--- config.mk ---
export PLATFORM = sky130hd
export DESIGN_NAME = hid_keyboard_report_decoder
export DESIGN_NICKNAME = d
export VERILOG_FILES = /design/src/rtl/hkr_pkg.sv /design/src/rtl/hid_keyboard_report_decoder.sv /design/src/rtl/hkr_fifo.sv /design/src/rtl/hkr_front.sv /design/src/rtl/hkr_back.sv
export SDC_FILE = /design/constraint.sdc
export NUM_CORES = 1
export LEC_CHECK = 0
export BUFFER_PORTS_ARGS = -buffer_cell sky130_fd_sc_hd__buf_2
export CORE_MARGIN = 8
export CORE_UTILIZATION = 62
export DETAILED_ROUTE_END_ITERATION = 8
export GPL_TIMING_DRIVEN = 0
export PLACE_DENSITY = 0.77
export SYNTH_ARGS = -nofsm -noshare
export SYNTH_HDL_FRONTEND = slang
export SYNTH_HIERARCHICAL = 1
export SYNTH_SLANG_ARGS = --single-unit
--- constraint.sdc ---
create_clock -name clk -period 8.41 [get_ports clk]
set_input_delay 0.4205 -clock clk [delete_from_list [all_inputs] [get_ports clk]]
set_output_delay 0.4205 -clock clk [all_outputs]
set_load 0.1 [all_outputs]
--- src/rtl/hkr_pkg.sv ---
// ----------------------------------------------------------------------------
// hkr_pkg: shared types and constants of the keyboard report decoder
// Report and key event payloads, event codes and keycodes.
// ----------------------------------------------------------------------------
package hkr_pkg;

	localparam int SLOTS_MAX = 6;

	// event codes
	localparam logic [3:0] EV_CHAR        = 4'd0;
	localparam logic [3:0] EV_ENTER       = 4'd1;
	localparam logic [3:0] EV_BACKSPACE   = 4'd2;
	localparam logic [3:0] EV_NEW         = 4'd3;
	localparam logic [3:0] EV_MORE        = 4'd4;
	localparam logic [3:0] EV_CTRL_D      = 4'd5;
	localparam logic [3:0] EV_SCROLL_DOWN = 4'd6;
	localparam logic [3:0] EV_SCROLL_UP   = 4'd7;
	localparam logic [3:0] EV_LEFT        = 4'd8;
	localparam logic [3:0] EV_RIGHT       = 4'd9;

	// keycodes
	localparam logic [7:0] KEY_NONE      = 8'h00;
	localparam logic [7:0] KEY_A         = 8'h04;
	localparam logic [7:0] KEY_D         = 8'h07;
	localparam logic [7:0] KEY_M         = 8'h10;
	localparam logic [7:0] KEY_N         = 8'h11;
	localparam logic [7:0] KEY_Z         = 8'h1D;
	localparam logic [7:0] KEY_1         = 8'h1E;
	localparam logic [7:0] KEY_0         = 8'h27;
	localparam logic [7:0] KEY_ENTER     = 8'h28;
	localparam logic [7:0] KEY_BACKSPACE = 8'h2A;
	localparam logic [7:0] KEY_SPACE     = 8'h2C;
	localparam logic [7:0] KEY_MINUS     = 8'h2D;
	localparam logic [7:0] KEY_SLASH     = 8'h38;
	localparam logic [7:0] KEY_CAPS      = 8'h39;
	localparam logic [7:0] KEY_RIGHT     = 8'h4F;
	localparam logic [7:0] KEY_LEFT      = 8'h50;
	localparam logic [7:0] KEY_DOWN      = 8'h51;
	localparam logic [7:0] KEY_UP        = 8'h52;

	localparam logic [7:0] MOD_CTRL  = 8'h11;
	localparam logic [7:0] MOD_SHIFT = 8'h22;

	localparam logic [6:0] CASE_OFFSET = 7'd32;

	typedef struct packed {
		logic [7:0] modifier_bits;
		logic [3:0] report_length;
		logic [7:0] key_slot0;
		logic [7:0] key_slot1;
		logic [7:0] key_slot2;
		logic [7:0] key_slot3;
		logic [7:0] key_slot4;
		logic [7:0] key_slot5;
	} report_t;

	typedef struct packed {
		logic [3:0] event_kind;
		logic [6:0] char_code;
		logic       last_event;
	} key_event_t;

	// one classified slot, as queued between front and back
	typedef struct packed {
		logic       emit;     // slot gives an event
		logic       caps_key; // slot toggles caps lock
		logic       letter;   // char is a lower-case letter
		logic       flip;     // shift held for a letter
		logic [3:0] kind;
		logic [6:0] ch;
	} slot_t;

endpackage

--- src/rtl/hid_keyboard_report_decoder.sv ---
// ----------------------------------------------------------------------------
// hid_keyboard_report_decoder: boot-keyboard report to key events
// Input side: push a report while full is low; a transaction completes on
// a clock edge with push high and full low.
// Output side: key_event holds the oldest event while empty is low; pop
// high with empty low completes the transaction.
// The front classifies all slots of a report in the accepting cycle and
// writes them into a two-entry report queue. The back takes one event per
// cycle from the head report into a two-entry event queue while that queue
// is not full. With both queues idle, the first event of a report passes
// the report queue and then the event queue before it is on key_event.
// A report that yields nothing is still popped by the back, without an
// event, so that caps lock toggles in order.
// A stalled receiver fills the event queue, then the report queue, and
// full rises; nothing is dropped.
// Reset clears both queues and turns caps lock off.
// ----------------------------------------------------------------------------
module hid_keyboard_report_decoder #(
	parameter int KEY_SLOTS = 6
) (
	input  logic                clk,
	input  logic                arst_n,
	input  logic                push,
	input  hkr_pkg::report_t    report,
	output logic                full,
	output logic                empty,
	input  logic                pop,
	output hkr_pkg::key_event_t key_event
);

	localparam int DESC_W = KEY_SLOTS * $bits(hkr_pkg::slot_t);
	localparam int EV_W   = $bits(hkr_pkg::key_event_t);

	hkr_pkg::slot_t [KEY_SLOTS-1:0] desc;
	hkr_pkg::slot_t [KEY_SLOTS-1:0] head;
	logic                           rq_push;
	logic                           rq_full;
	logic                           rq_pop;
	logic                           rq_empty;
	logic                           eq_push;
	logic                           eq_full;
	hkr_pkg::key_event_t            ev;

	hkr_front #(
		.KEY_SLOTS(KEY_SLOTS)
	) u_front (
		.push    (push),
		.report  (report),
		.full    (full),
		.rq_full (rq_full),
		.rq_push (rq_push),
		.desc    (desc)
	);

	hkr_fifo #(
		.W(DESC_W)
	) u_report_q (
		.clk    (clk),
		.arst_n (arst_n),
		.push   (rq_push),
		.wdata  (desc),
		.full   (rq_full),
		.pop    (rq_pop),
		.rdata  (head),
		.empty  (rq_empty)
	);

	hkr_back #(
		.KEY_SLOTS(KEY_SLOTS)
	) u_back (
		.clk      (clk),
		.arst_n   (arst_n),
		.rq_empty (rq_empty),
		.slots    (head),
		.rq_pop   (rq_pop),
		.eq_full  (eq_full),
		.eq_push  (eq_push),
		.ev       (ev)
	);

	hkr_fifo #(
		.W(EV_W)
	) u_event_q (
		.clk    (clk),
		.arst_n (arst_n),
		.push   (eq_push),
		.wdata  (ev),
		.full   (eq_full),
		.pop    (pop),
		.rdata  (key_event),
		.empty  (empty)
	);

endmodule

--- src/rtl/hkr_fifo.sv ---
// ----------------------------------------------------------------------------
// hkr_fifo: two-entry queue
// Registered storage with full and empty flags; push and pop may complete in the same cycle.
// ----------------------------------------------------------------------------
module hkr_fifo #(
	parameter int W = 8
) (
	input  logic         clk,
	input  logic         arst_n,
	input  logic         push,
	input  logic [W-1:0] wdata,
	output logic         full,
	input  logic         pop,
	output logic [W-1:0] rdata,
	output logic         empty
);

	logic [W-1:0] mem_q [2];
	logic         wr_q;
	logic         rd_q;
	logic [1:0]   cnt_q;
	logic         do_push;
	logic         do_pop;

	assign full    = (cnt_q == 2'd2);
	assign empty   = (cnt_q == 2'd0);
	assign do_push = push && !full;
	assign do_pop  = pop && !empty;
	assign rdata   = mem_q[rd_q];

	always_ff @(posedge clk or negedge arst_n) begin
		if (!arst_n) begin
			wr_q  <= 1'b0;
			rd_q  <= 1'b0;
			cnt_q <= 2'd0;
		end else begin
			if (do_push) wr_q <= !wr_q;
			if (do_pop)  rd_q <= !rd_q;
			if (do_push && !do_pop)      cnt_q <= cnt_q + 2'd1;
			else if (do_pop && !do_push) cnt_q <= cnt_q - 2'd1;
		end
	end

	always_ff @(posedge clk) begin
		if (do_push) mem_q[wr_q] <= wdata;
	end

endmodule

--- src/rtl/hkr_front.sv ---
// ----------------------------------------------------------------------------
// hkr_front: report intake and slot classification
// Accepts a report and classifies each slot in range into an event template.
// ----------------------------------------------------------------------------
module hkr_front #(
	parameter int KEY_SLOTS = 6
) (
	input  logic                              push,
	input  hkr_pkg::report_t                  report,
	output logic                              full,
	input  logic                              rq_full,
	output logic                              rq_push,
	output hkr_pkg::slot_t [KEY_SLOTS-1:0]    desc
);

	logic [7:0] codes [hkr_pkg::SLOTS_MAX];
	logic       ctrl;
	logic       shift;

	function automatic logic [6:0] digit_char(input logic [7:0] code, input logic sh);
		logic [6:0] c;
		c = 7'h00;
		case (code)
			8'h1E: c = sh ? 7'h21 : 7'h31;
			8'h1F: c = sh ? 7'h40 : 7'h32;
			8'h20: c = sh ? 7'h23 : 7'h33;
			8'h21: c = sh ? 7'h24 : 7'h34;
			8'h22: c = sh ? 7'h25 : 7'h35;
			8'h23: c = sh ? 7'h5E : 7'h36;
			8'h24: c = sh ? 7'h26 : 7'h37;
			8'h25: c = sh ? 7'h2A : 7'h38;
			8'h26: c = sh ? 7'h28 : 7'h39;
			8'h27: c = sh ? 7'h29 : 7'h30;
			default: c = 7'h00;
		endcase
		return c;
	endfunction

	function automatic logic [6:0] punct_char(input logic [7:0] code, input logic sh);
		logic [6:0] c;
		c = 7'h00;
		case (code)
			8'h2D: c = sh ? 7'h5F : 7'h2D;
			8'h2E: c = sh ? 7'h2B : 7'h3D;
			8'h2F: c = sh ? 7'h7B : 7'h5B;
			8'h30: c = sh ? 7'h7D : 7'h5D;
			8'h31: c = sh ? 7'h7C : 7'h5C;
			8'h33: c = sh ? 7'h3A : 7'h3B;
			8'h34: c = sh ? 7'h22 : 7'h27;
			8'h35: c = sh ? 7'h7E : 7'h60;
			8'h36: c = sh ? 7'h3C : 7'h2C;
			8'h37: c = sh ? 7'h3E : 7'h2E;
			8'h38: c = sh ? 7'h3F : 7'h2F;
			default: c = 7'h00;
		endcase
		return c;
	endfunction

	function automatic hkr_pkg::slot_t classify(input logic [7:0] code, input logic ct,
			input logic sh);
		hkr_pkg::slot_t s;
		s      = '0;
		s.emit = 1'b1;
		s.kind = hkr_pkg::EV_CHAR;
		if (code == hkr_pkg::KEY_NONE) begin
			s.emit = 1'b0;
		end else if (code == hkr_pkg::KEY_CAPS) begin
			s.emit     = 1'b0;
			s.caps_key = 1'b1;
		end else if (ct && code == hkr_pkg::KEY_N) begin
			s.kind = hkr_pkg::EV_NEW;
		end else if (ct && code == hkr_pkg::KEY_M) begin
			s.kind = hkr_pkg::EV_MORE;
		end else if (ct && code == hkr_pkg::KEY_D) begin
			s.kind = hkr_pkg::EV_CTRL_D;
		end else if (code == hkr_pkg::KEY_UP) begin
			s.kind = hkr_pkg::EV_SCROLL_DOWN;
		end else if (code == hkr_pkg::KEY_DOWN) begin
			s.kind = hkr_pkg::EV_SCROLL_UP;
		end else if (code == hkr_pkg::KEY_LEFT) begin
			s.kind = hkr_pkg::EV_LEFT;
		end else if (code == hkr_pkg::KEY_RIGHT) begin
			s.kind = hkr_pkg::EV_RIGHT;
		end else if (code == hkr_pkg::KEY_ENTER) begin
			s.kind = hkr_pkg::EV_ENTER;
		end else if (code == hkr_pkg::KEY_BACKSPACE) begin
			s.kind = hkr_pkg::EV_BACKSPACE;
		end else if (code inside {[hkr_pkg::KEY_A:hkr_pkg::KEY_Z]}) begin
			// case is settled in the back, once caps lock is known
			s.letter = 1'b1;
			s.flip   = sh;
			s.ch     = 7'h61 + 7'(code - hkr_pkg::KEY_A);
		end else if (code inside {[hkr_pkg::KEY_1:hkr_pkg::KEY_0]}) begin
			s.ch = digit_char(code, sh);
		end else if (code == hkr_pkg::KEY_SPACE) begin
			s.ch = 7'h20;
		end else if (code inside {[hkr_pkg::KEY_MINUS:hkr_pkg::KEY_SLASH]}) begin
			s.ch = punct_char(code, sh);
			if (s.ch == 7'h00) s.emit = 1'b0;
		end else begin
			s.emit = 1'b0;
		end
		return s;
	endfunction

	assign codes[0] = report.key_slot0;
	assign codes[1] = report.key_slot1;
	assign codes[2] = report.key_slot2;
	assign codes[3] = report.key_slot3;
	assign codes[4] = report.key_slot4;
	assign codes[5] = report.key_slot5;

	assign ctrl    = |(report.modifier_bits & hkr_pkg::MOD_CTRL);
	assign shift   = |(report.modifier_bits & hkr_pkg::MOD_SHIFT);
	assign full    = rq_full;
	assign rq_push = push && !rq_full;

	always_comb begin
		for (int k = 0; k < KEY_SLOTS; k++) begin
			// slot k sits in report byte k+2; a short report leaves it out
			if (4'(k + 2) < report.report_length) begin
				desc[k] = classify(codes[k], ctrl, shift);
			end else begin
				desc[k] = '0;
			end
		end
	end

endmodule

--- src/rtl/hkr_back.sv ---
// ----------------------------------------------------------------------------
// hkr_back: event issue
// Walks the queued slots one event a cycle while the event queue is not full, applies caps lock, marks the last.
// ----------------------------------------------------------------------------
module hkr_back #(
	parameter int KEY_SLOTS = 6
) (
	input  logic                           clk,
	input  logic                           arst_n,
	input  logic                           rq_empty,
	input  hkr_pkg::slot_t [KEY_SLOTS-1:0] slots,
	output logic                           rq_pop,
	input  logic                           eq_full,
	output logic                           eq_push,
	output hkr_pkg::key_event_t            ev
);

	logic [KEY_SLOTS-1:0] done_q;
	logic                 caps_q;
	logic [KEY_SLOTS-1:0] emit_bits;
	logic [KEY_SLOTS-1:0] caps_bits;
	logic [KEY_SLOTS-1:0] rem;
	logic [KEY_SLOTS-1:0] sel;
	logic                 has;
	logic                 last;
	logic                 caps_now;
	hkr_pkg::slot_t       cur;

	always_comb begin
		for (int k = 0; k < KEY_SLOTS; k++) begin
			emit_bits[k] = slots[k].emit;
			caps_bits[k] = slots[k].caps_key;
		end
	end

	assign rem  = emit_bits & ~done_q;
	assign has  = |rem;
	assign sel  = rem & (~rem + KEY_SLOTS'(1));
	assign last = ((rem & ~sel) == '0);
	// caps lock as left by the caps keys in slots before the selected one
	assign caps_now = caps_q ^ (^(caps_bits & (sel - KEY_SLOTS'(1))));

	always_comb begin
		cur = '0;
		for (int k = 0; k < KEY_SLOTS; k++) begin
			if (sel[k]) cur = cur | slots[k];
		end
	end

	always_comb begin
		ev.event_kind = cur.kind;
		ev.last_event = last;
		if (cur.letter && (cur.flip ^ caps_now)) ev.char_code = cur.ch - hkr_pkg::CASE_OFFSET;
		else                                     ev.char_code = cur.ch;
	end

	assign eq_push = !rq_empty && has && !eq_full;
	// a report with nothing to give leaves without waiting for the event queue
	assign rq_pop  = !rq_empty && (!has || (!eq_full && last));

	always_ff @(posedge clk or negedge arst_n) begin
		if (!arst_n) begin
			done_q <= '0;
			caps_q <= 1'b0;
		end else begin
			if (rq_pop) begin
				done_q <= '0;
				caps_q <= caps_q ^ (^caps_bits);
			end else if (eq_push) begin
				done_q <= done_q | sel;
			end
		end
	end

endmodule

==> results of run 1 <==
worst max-delay path: stages:
cell and delay, ps:
buf_2 250, or2_2 170, clkbuf_1 810, clkbuf_1 830
clkbuf_1 780, a21oi_1 120, o21ai_0 330, a32oi_1 140
a21oi_1 330
cell type report:
class                   count  share of cell area (%)
multi-input cells        1242                    49.6
flip-flops and latches    219                    36.7
plain buffers             137                    4.15
clock buffers              29                    3.37
well taps                 335                    2.36
repair buffers             67                    2.17
clock inverters            11                    1.04
inverters                  31                   0.656
state kept, by name, indices dropped and copies added (netlist names), 2 cells and up:
name / flops
u_back/done_q: 6
u_event_q/cnt_q: 2
u_event_q/mem_q: 24
u_report_q/cnt_q: 2
u_report_q/mem_q: 180
per-stage QoR:
stage / cells / util [%] / hold WS (ps) / cell area, um^2
floorplan: 1629 / - / 125 / 16100
global placement: 2027 / 65.3 / 342 / 16900
detailed placement: 2030 / 65.6 / 351 / 16900
CTS: 2071 / 68.6 / 259 / 17700
global route: 2071 / 68.6 / 281 / 17700
finish: 2071 / 68.6 / 265 / 17700
timing repair:
item	CTS	global route
resized for setup	0	0
hold buffers	1	0
endpoints found under the hold margin	15	0
per-layer routing:
layer	up-vias	global-route usage (%)
li1	6460	-
met3	193	6.32
met2	1203	50.1
met4	2	12.6
met5	-	0
met1	7035	44.3
cell usage after synthesis, types with 32 or more instances:
master,n,share of area (%)
nor3_1,49,1.5
mux2_4,98,9.1
edfxtp_1,204,38
a31oi_1,34,1.3
nor2_1,138,3.2
o21ai_0,84,2.6
nand3_1,51,1.6
nor2b_1,36,1.4
clkbuf_1,87,2.0
ha_1,32,2.5
nand2_1,116,2.7
a21oi_1,94,2.9
where the power goes:
group          internal, mW  switching (mW)  total, mW
logic                 0.966            1.60       2.57
clock network         0.656           0.409       1.06
registers              1.61           0.113       1.72
total                  3.23            2.12       5.35
worst max-delay path by stage:
stage | to | slack (ps) | cells after the start
6_report | u_report_q/mem_q[0][81]$_DFFE_PP_ | 4500 | 9
5_1_grt | u_report_q/cnt_q[1]$_DFFE_PN0P_ | 4660 | 14
4_1_cts | u_report_q/mem_q[0][81]$_DFFE_PP_ | 4830 | 9
3_5_place_dp | u_report_q/mem_q[1][81]$_DFFE_PP_ | 4330 | 9
3_3_place_gp | u_report_q/mem_q[0][88]$_DFFE_PP_ | 1380 | 5
2_1_floorplan | u_report_q/mem_q[0][0]$_DFFE_PP_ | 3300 | 5
kinds of logic after synthesis:
group | count (synthesis) | share of synthesized area (%)
adders and majority gates | 32 | 2.48
xor gates and xnor gates | 34 | 1.93
DFF | 219 | 40.3
and+or+nand+nor | 604 | 20.4
muxes | 106 | 9.66
buffers and inverters | 168 | 5.28
AOI/OAI and AO/OA | 466 | 19.9
==> metrics.md, run 1 <==
| Metric | Value |
|---|---|
| Status | `complete, no violations` |
| Area of the core | `0.0258 mm^2` |
| Warnings from Yosys | `6` |
| Congestion Overflow GR | `0` |
| Slew Viols, Final | `0` |
| Period utilization | `46.5%` |
| Routed len/inst | `25.6 um` |
| CP startpoint | `report[57]` |
| Routed Antenna Nets | `0` |
| Fin Setup TNS | `0 ps` |
| Vias per cell | `7.19` |
| I/O Pins | `78` |
| First-pass GRT wire length | `79.8 mm` |
| Residual DRC | `0` |
| DR pass1 iterations | `7` |
| Reg-to-Reg Start | `u_report_q/rd_q$_DFFE_PN0P_` |
| Final Setup Violations | `0` |
| EDFF count, synth | `204` |
| Hold EP | `u_event_q/rd_q$_DFFE_PN0P_` |
| Setup Buffers After CTS | `0` |
| Clock transition at the registers of the reported paths | `60 ps` |
| R2R cell count | `13` |
| CTS max path bufs | `3` |
| Fill count | `1961` |
| Maximum vdd drop | `0.654 mV` |
| Crit path capture type | `flip-flop` |
| Unique masters post-synth | `109` |
| Post-Syn Area | `0.0161 mm^2` |
| Share of cells above drive strength 1 | `16.8%` |
| HP Class | `in2reg` |
| Pin count of the biggest net entering global routing | `52` |
| TritonCTS clock tree | `done` |
| Final WL | `52.9 mm` |
| Metal-1 WL | `20.5 mm` |
| Reg area | `0.00650 mm^2` |
| TritonCTS Sinks | `219` |
| Sequential area share after synthesis | `40.3%` |
| Pre-CTS setup slack | `4330 ps` |
| Fin nets | `1816` |
| DIE AREA | `0.0314 mm^2` |
| Hold path depth | `3` |
| Vias | `14893` |
| Initial Util | `62.5%` |
| Die Ht | `177 um` |
| Power Density | `302 mW/mm^2` |
| Die width | `177 um` |
| CP required | `8720 ps` |
| Clk_lat worst skew | `510 ps` |
| CP Max Fanout | `10` |
| R2R Setup Slk | `4810 ps` |
| Worst Tran Pin Value | `1200 ps` |
| Asr flop ratio synth | `6.85%` |
| CTS root buf | `clkbuf_16` |
| Final setup margin | `4500 ps` |
| HP Start | `pop` |
| Worst reg2reg path endpoint | `u_report_q/cnt_q[1]$_DFFE_PN0P_` |
| Max H-tree Level | `1` |
| CTS Buf Count | `22` |
| Most common cell after layout, fill and taps aside | `edfxtp_1` |
| Slew headroom | `20.2%` |
| RD Place Congestion | `0.985` |
| Period minus WS final | `3910 ps` |
| Initial DRC count | `2664` |
| Area delta synth->final | `9.93%` |
| MaxCap Viol Count | `0` |
| Dpl hpwl | `37.5 mm` |
| Syn avg cell area | `9.91 um^2` |
| CP arrival | `4230 ps` |
| Ant. Diodes | `0` |
| Synth Flop Type | `edfxtp_1` |
| Mapped Nets | `1725` |
| Crit Path Class | `in2reg` |
| FF+latch count, synth | `219` |
| Count of buffers from port buffering | `63` |
| Met3 wire length | `6.42 mm` |
| Commonest non-fill, non-tap cells in the layout | `edfxtp_1, nor2_1, nand2_1` |
| Unrepaired setup endpoints after global routing | `false` |
| GR Util All Layers | `32.4%` |
| Max Fclk | `255 MHz` |
| DR top layer | `met5` |
| FP Rows | `59` |
| Fin Clk Skew | `6.88 ps` |
| Met2 WL | `23.6 mm` |
| Power Total | `5.35 mW` |
| Initial antenna violation count | `1` |
| Pleak | `6.45 nW` |
| Area of the multi-input gates | `0.00880 mm^2` |
| Post-Synthesis Cells | `1629` |
| Final Hold Vio Count | `0` |
| Worst Setup Start Kind | `input pin` |
| Vias in the first global route | `13656` |
(Power assumes the default switching activity.)
==> run 2, diff against run 1 <==
--- a/config.mk
+++ b/config.mk
@@ -7,10 +7,10 @@
 export LEC_CHECK = 0
 export BUFFER_PORTS_ARGS = -buffer_cell sky130_fd_sc_hd__buf_2
 export CORE_MARGIN = 8
-export CORE_UTILIZATION = 62
+export CORE_UTILIZATION = 57
 export DETAILED_ROUTE_END_ITERATION = 8
 export GPL_TIMING_DRIVEN = 0
-export PLACE_DENSITY = 0.77
+export PLACE_DENSITY = 0.75
 export SYNTH_ARGS = -nofsm -noshare
 export SYNTH_HDL_FRONTEND = slang
 export SYNTH_HIERARCHICAL = 1
==> constraint.sdc (replaced) <==
create_clock -name clk -period 3.5 [get_ports clk]
set_input_delay 0.175 -clock clk [delete_from_list [all_inputs] [get_ports clk]]
set_output_delay 0.175 -clock clk [all_outputs]
set_load 0.1 [all_outputs]
==> metrics.md, run 2 (synthesis gave the netlist of run 1 again) <==
| Metric | Value |
|---|---|
| Max reg flops | `180 (unchanged)` |
| Final Setup Violations | `0 (unchanged)` |
| Initial DRC count | `2580 (-3.2%)` |
| Crit Path Class | `reg2reg` |
| First-pass GRT wire length | `78.0 mm (-2.3%)` |
| Die Ht | `184 um (+3.9%)` |
| Period minus WS final | `3340 ps` |
| CP Max Fanout | `10 (unchanged)` |
| Fin nets | `1815 (-0.055%)` |
| Die width | `184 um (+3.9%)` |
| Pin count of the biggest net entering global routing | `49 (-5.8%)` |
| Comb pwr share | `49.8% (+1.9 points)` |
| Psw | `4.85 mW (+130%)` |
| Share of cells above drive strength 1 | `16.6% (-0.20 points)` |
| Area of the multi-input gates | `0.00881 mm^2 (+0.11%)` |
| Most common cell after layout, fill and taps aside | `edfxtp_1` |
| Worst Setup Start Kind | `flip-flop` |
| FP Rows | `61 (+3.4%)` |
| Status | `complete, no violations` |
| Max Fclk | `299 MHz` |
| CTS root buf | `clkbuf_16` |
| Initial antenna violation count | `1 (unchanged)` |
| Clk pwr share | `16.3% (-3.6 points)` |
| Power share of the sequential group | `33.9% (+1.7 points)` |
| Power Density | `689 mW/mm^2 (+130%)` |
| Clk_lat worst skew | `490 ps (-20 ps)` |
| Pre-CTS setup slack | `-334 ps (-4670 ps)` |
| Final Hold Vio Count | `0 (unchanged)` |
| MaxCap Viol Count | `0 (unchanged)` |
| CTS max path bufs | `3 (unchanged)` |
| Maximum vdd drop | `0.442 mV (-32%)` |
| Vias | `14702 (-1.3%)` |
| Max H-tree Level | `1 (unchanged)` |
| CP arrival | `3640 ps (-590 ps)` |
| Fill count | `2306 (+18%)` |
| Routed len/inst | `24.3 um (-5.0%)` |
| TritonCTS Sinks | `219 (unchanged)` |
| Reg area | `0.00650 mm^2 (unchanged)` |
| Congestion Overflow GR | `0 (unchanged)` |
| Clock transition at the registers of the reported paths | `60 ps (about the same)` |
| Top flop regs | `u_report_q/mem_q: 180 flops, u_event_q/mem_q: 24 flops, u_back/done_q: 6 flops` |
| CP peak stage delay | `440 ps (-390 ps)` |
| I/O Pins | `78 (unchanged)` |
| Area of the core | `0.0279 mm^2 (+7.8%)` |
| Slew headroom | `4.80% (-15 points)` |
| Biggest register | `u_report_q/mem_q` |
| Critical-path cell list | `buf_6 -> buf_12 -> mux2_4 -> nor2b_1 -> or4_4 -> a211o_1 -> a21o_1 -> a21oi_2 -> xnor3_1 -> nor2_1 -> xor2_1` |
| Vias per cell | `6.96 (-3.2%)` |
| Commonest non-fill, non-tap cells in the layout | `edfxtp_1, nor2_1, nand2_1` |
| Setup Buffers After CTS | `0 (unchanged)` |
| Switching power share of the total | `39.9% (+0.24 points)` |
| Unrepaired setup endpoints after global routing | `true` |
| Final WL | `51.3 mm (-3.1%)` |
| DR pass1 iterations | `8 (+1)` |
| Power Total | `12.2 mW (+130%)` |
| Fin Clk Skew | `10.3 ps (+3.39 ps)` |
| Routed Antenna Nets | `0 (unchanged)` |
| Crit path capture type | `flip-flop` |
| RD Place Congestion | `1.02 (+3.3%)` |
| Vias in the first global route | `13401 (-1.9%)` |
| Area delta synth->final | `9.33%` |
| Slew Viols, Final | `0 (unchanged)` |
| CTS Buf Count | `20 (-9.1%)` |
| Final setup margin | `156 ps (-4340 ps)` |
| CP required | `3790 ps (-4930 ps)` |
| Count of buffers from port buffering | `63 (unchanged)` |
| Slowest-stage cell, CP | `or4_4` |
| Pleak | `6.37 nW (-1.2%)` |
| Residual DRC | `0 (unchanged)` |
| HP Class | `in2reg` |
| Worst Tran Pin Value | `1410 ps (+209 ps)` |
| Int Power | `7.31 mW (+130%)` |
| DIE AREA | `0.0339 mm^2 (+8.0%)` |
| TritonCTS clock tree | `done` |
| Initial Util | `57.9% (-4.5 points)` |
| Period utilization | `95.5%` |
| GR Util All Layers | `29.3% (-3.1 points)` |
| Dpl hpwl | `37.3 mm (-0.36%)` |
[run 2: cell count changes in the layout (fill, tap and decap cells not counted), sizes merged]
cell,before,now
inv,32,31
clkbuf,116,115
clkdlybuf4s15,0,1
buf,116,117
clkinv,4,6
diode,0,2
bufinv,5,0
[run 2: power by group through the flow]
stage | registers, mW | clock network (mW) | logic (mW)
after floorplan | 4.11 | 0 | 4.57
after global routing | 4.18 | 2.11 | 6.35
after detailed placement | 4.16 | 0 | 5.92
after CTS | 4.12 | 2.01 | 5.98
final | 4.12 | 1.98 | 6.06
after global placement | 4.16 | 0 | 5.75
[run 2: final cells by class]
type / instances / share of cell area, %
clock inverter: 7 / 0.192
tap: 378 / 2.68
clock buffer: 29 / 3.15
antenna: 2 / 0.0284
timing repair buffer: 68 / 2.30
multi-input combinational: 1242 / 49.9
inverter: 31 / 0.660
buffer: 137 / 4.21
sequential: 219 / 36.9
[run 2: worst max-delay path, delay by kind of cell, from the launching register on]
kind	cells	cell delay (ps)
buffers and inverters	2	450
flip-flops	1	340
multiplexers	1	340
XOR/XNOR	2	530
AO/OA/AOI/OAI	3	700
AND/OR/NAND/NOR	3	790
[run 2: layer usage]
layer  vias to the layer above  wire, um  track usage (%)  share of wire, %
met1                      6952     21100             42.7                41
met4                         0      1990             10.8               3.9
met5                         -         0                0                 0
met2                      1128     21500             42.4                42
li1                       6474         -                -                 -
met3                       148      6640             5.71                13
[run 2: path summary, 6_finish.rpt]
path | startpoint | to | slack, ps | depth (start not counted)
setup / recovery | u_report_q/rd_q$_DFFE_PN0P_ | u_event_q/mem_q[1][6]$_DFFE_PP_ | 160 | 11
hold / removal | pop | u_event_q/rd_q$_DFFE_PN0P_ | 70 | 3
setup reg to reg | u_report_q/rd_q$_DFFE_PN0P_ | u_event_q/mem_q[1][6]$_DFFE_PP_ | 160 | 11
hold reg to reg | u_back/caps_q$_DFFE_PN0P_ | u_back/caps_q$_DFFE_PN0P_ | 500 | 1
max in group asynchronous | arst_n | u_report_q/rd_q$_DFFE_PN0P_ | 3070 | 2
min in group asynchronous | arst_n | u_event_q/rd_q$_DFFE_PN0P_ | 140 | 2
[run 2: what timing repair did]
item,4_1_cts,5_1_grt
hold buffers,1,0
resized for setup,0,8
setup endpoints to repair,0,10
endpoints found under the hold margin,15,0
[run 2: through the flow]
step / cells / TNS, ps / area (um^2) / hold WS, ps / utilization (%)
finish: 2113 / 0 / 17600 / 72.4 / 63.3
global route: 2111 / -0.733 / 17600 / 69.3 / 63.3
CTS: 2111 / 0 / 17600 / 62.2 / 63.2
detailed placement: 2074 / -4560 / 17000 / 108 / 61.1
global placement: 2070 / -90420 / 16900 / 101 / 60.8
floorplan: 1629 / 0 / 16100 / -121 / -
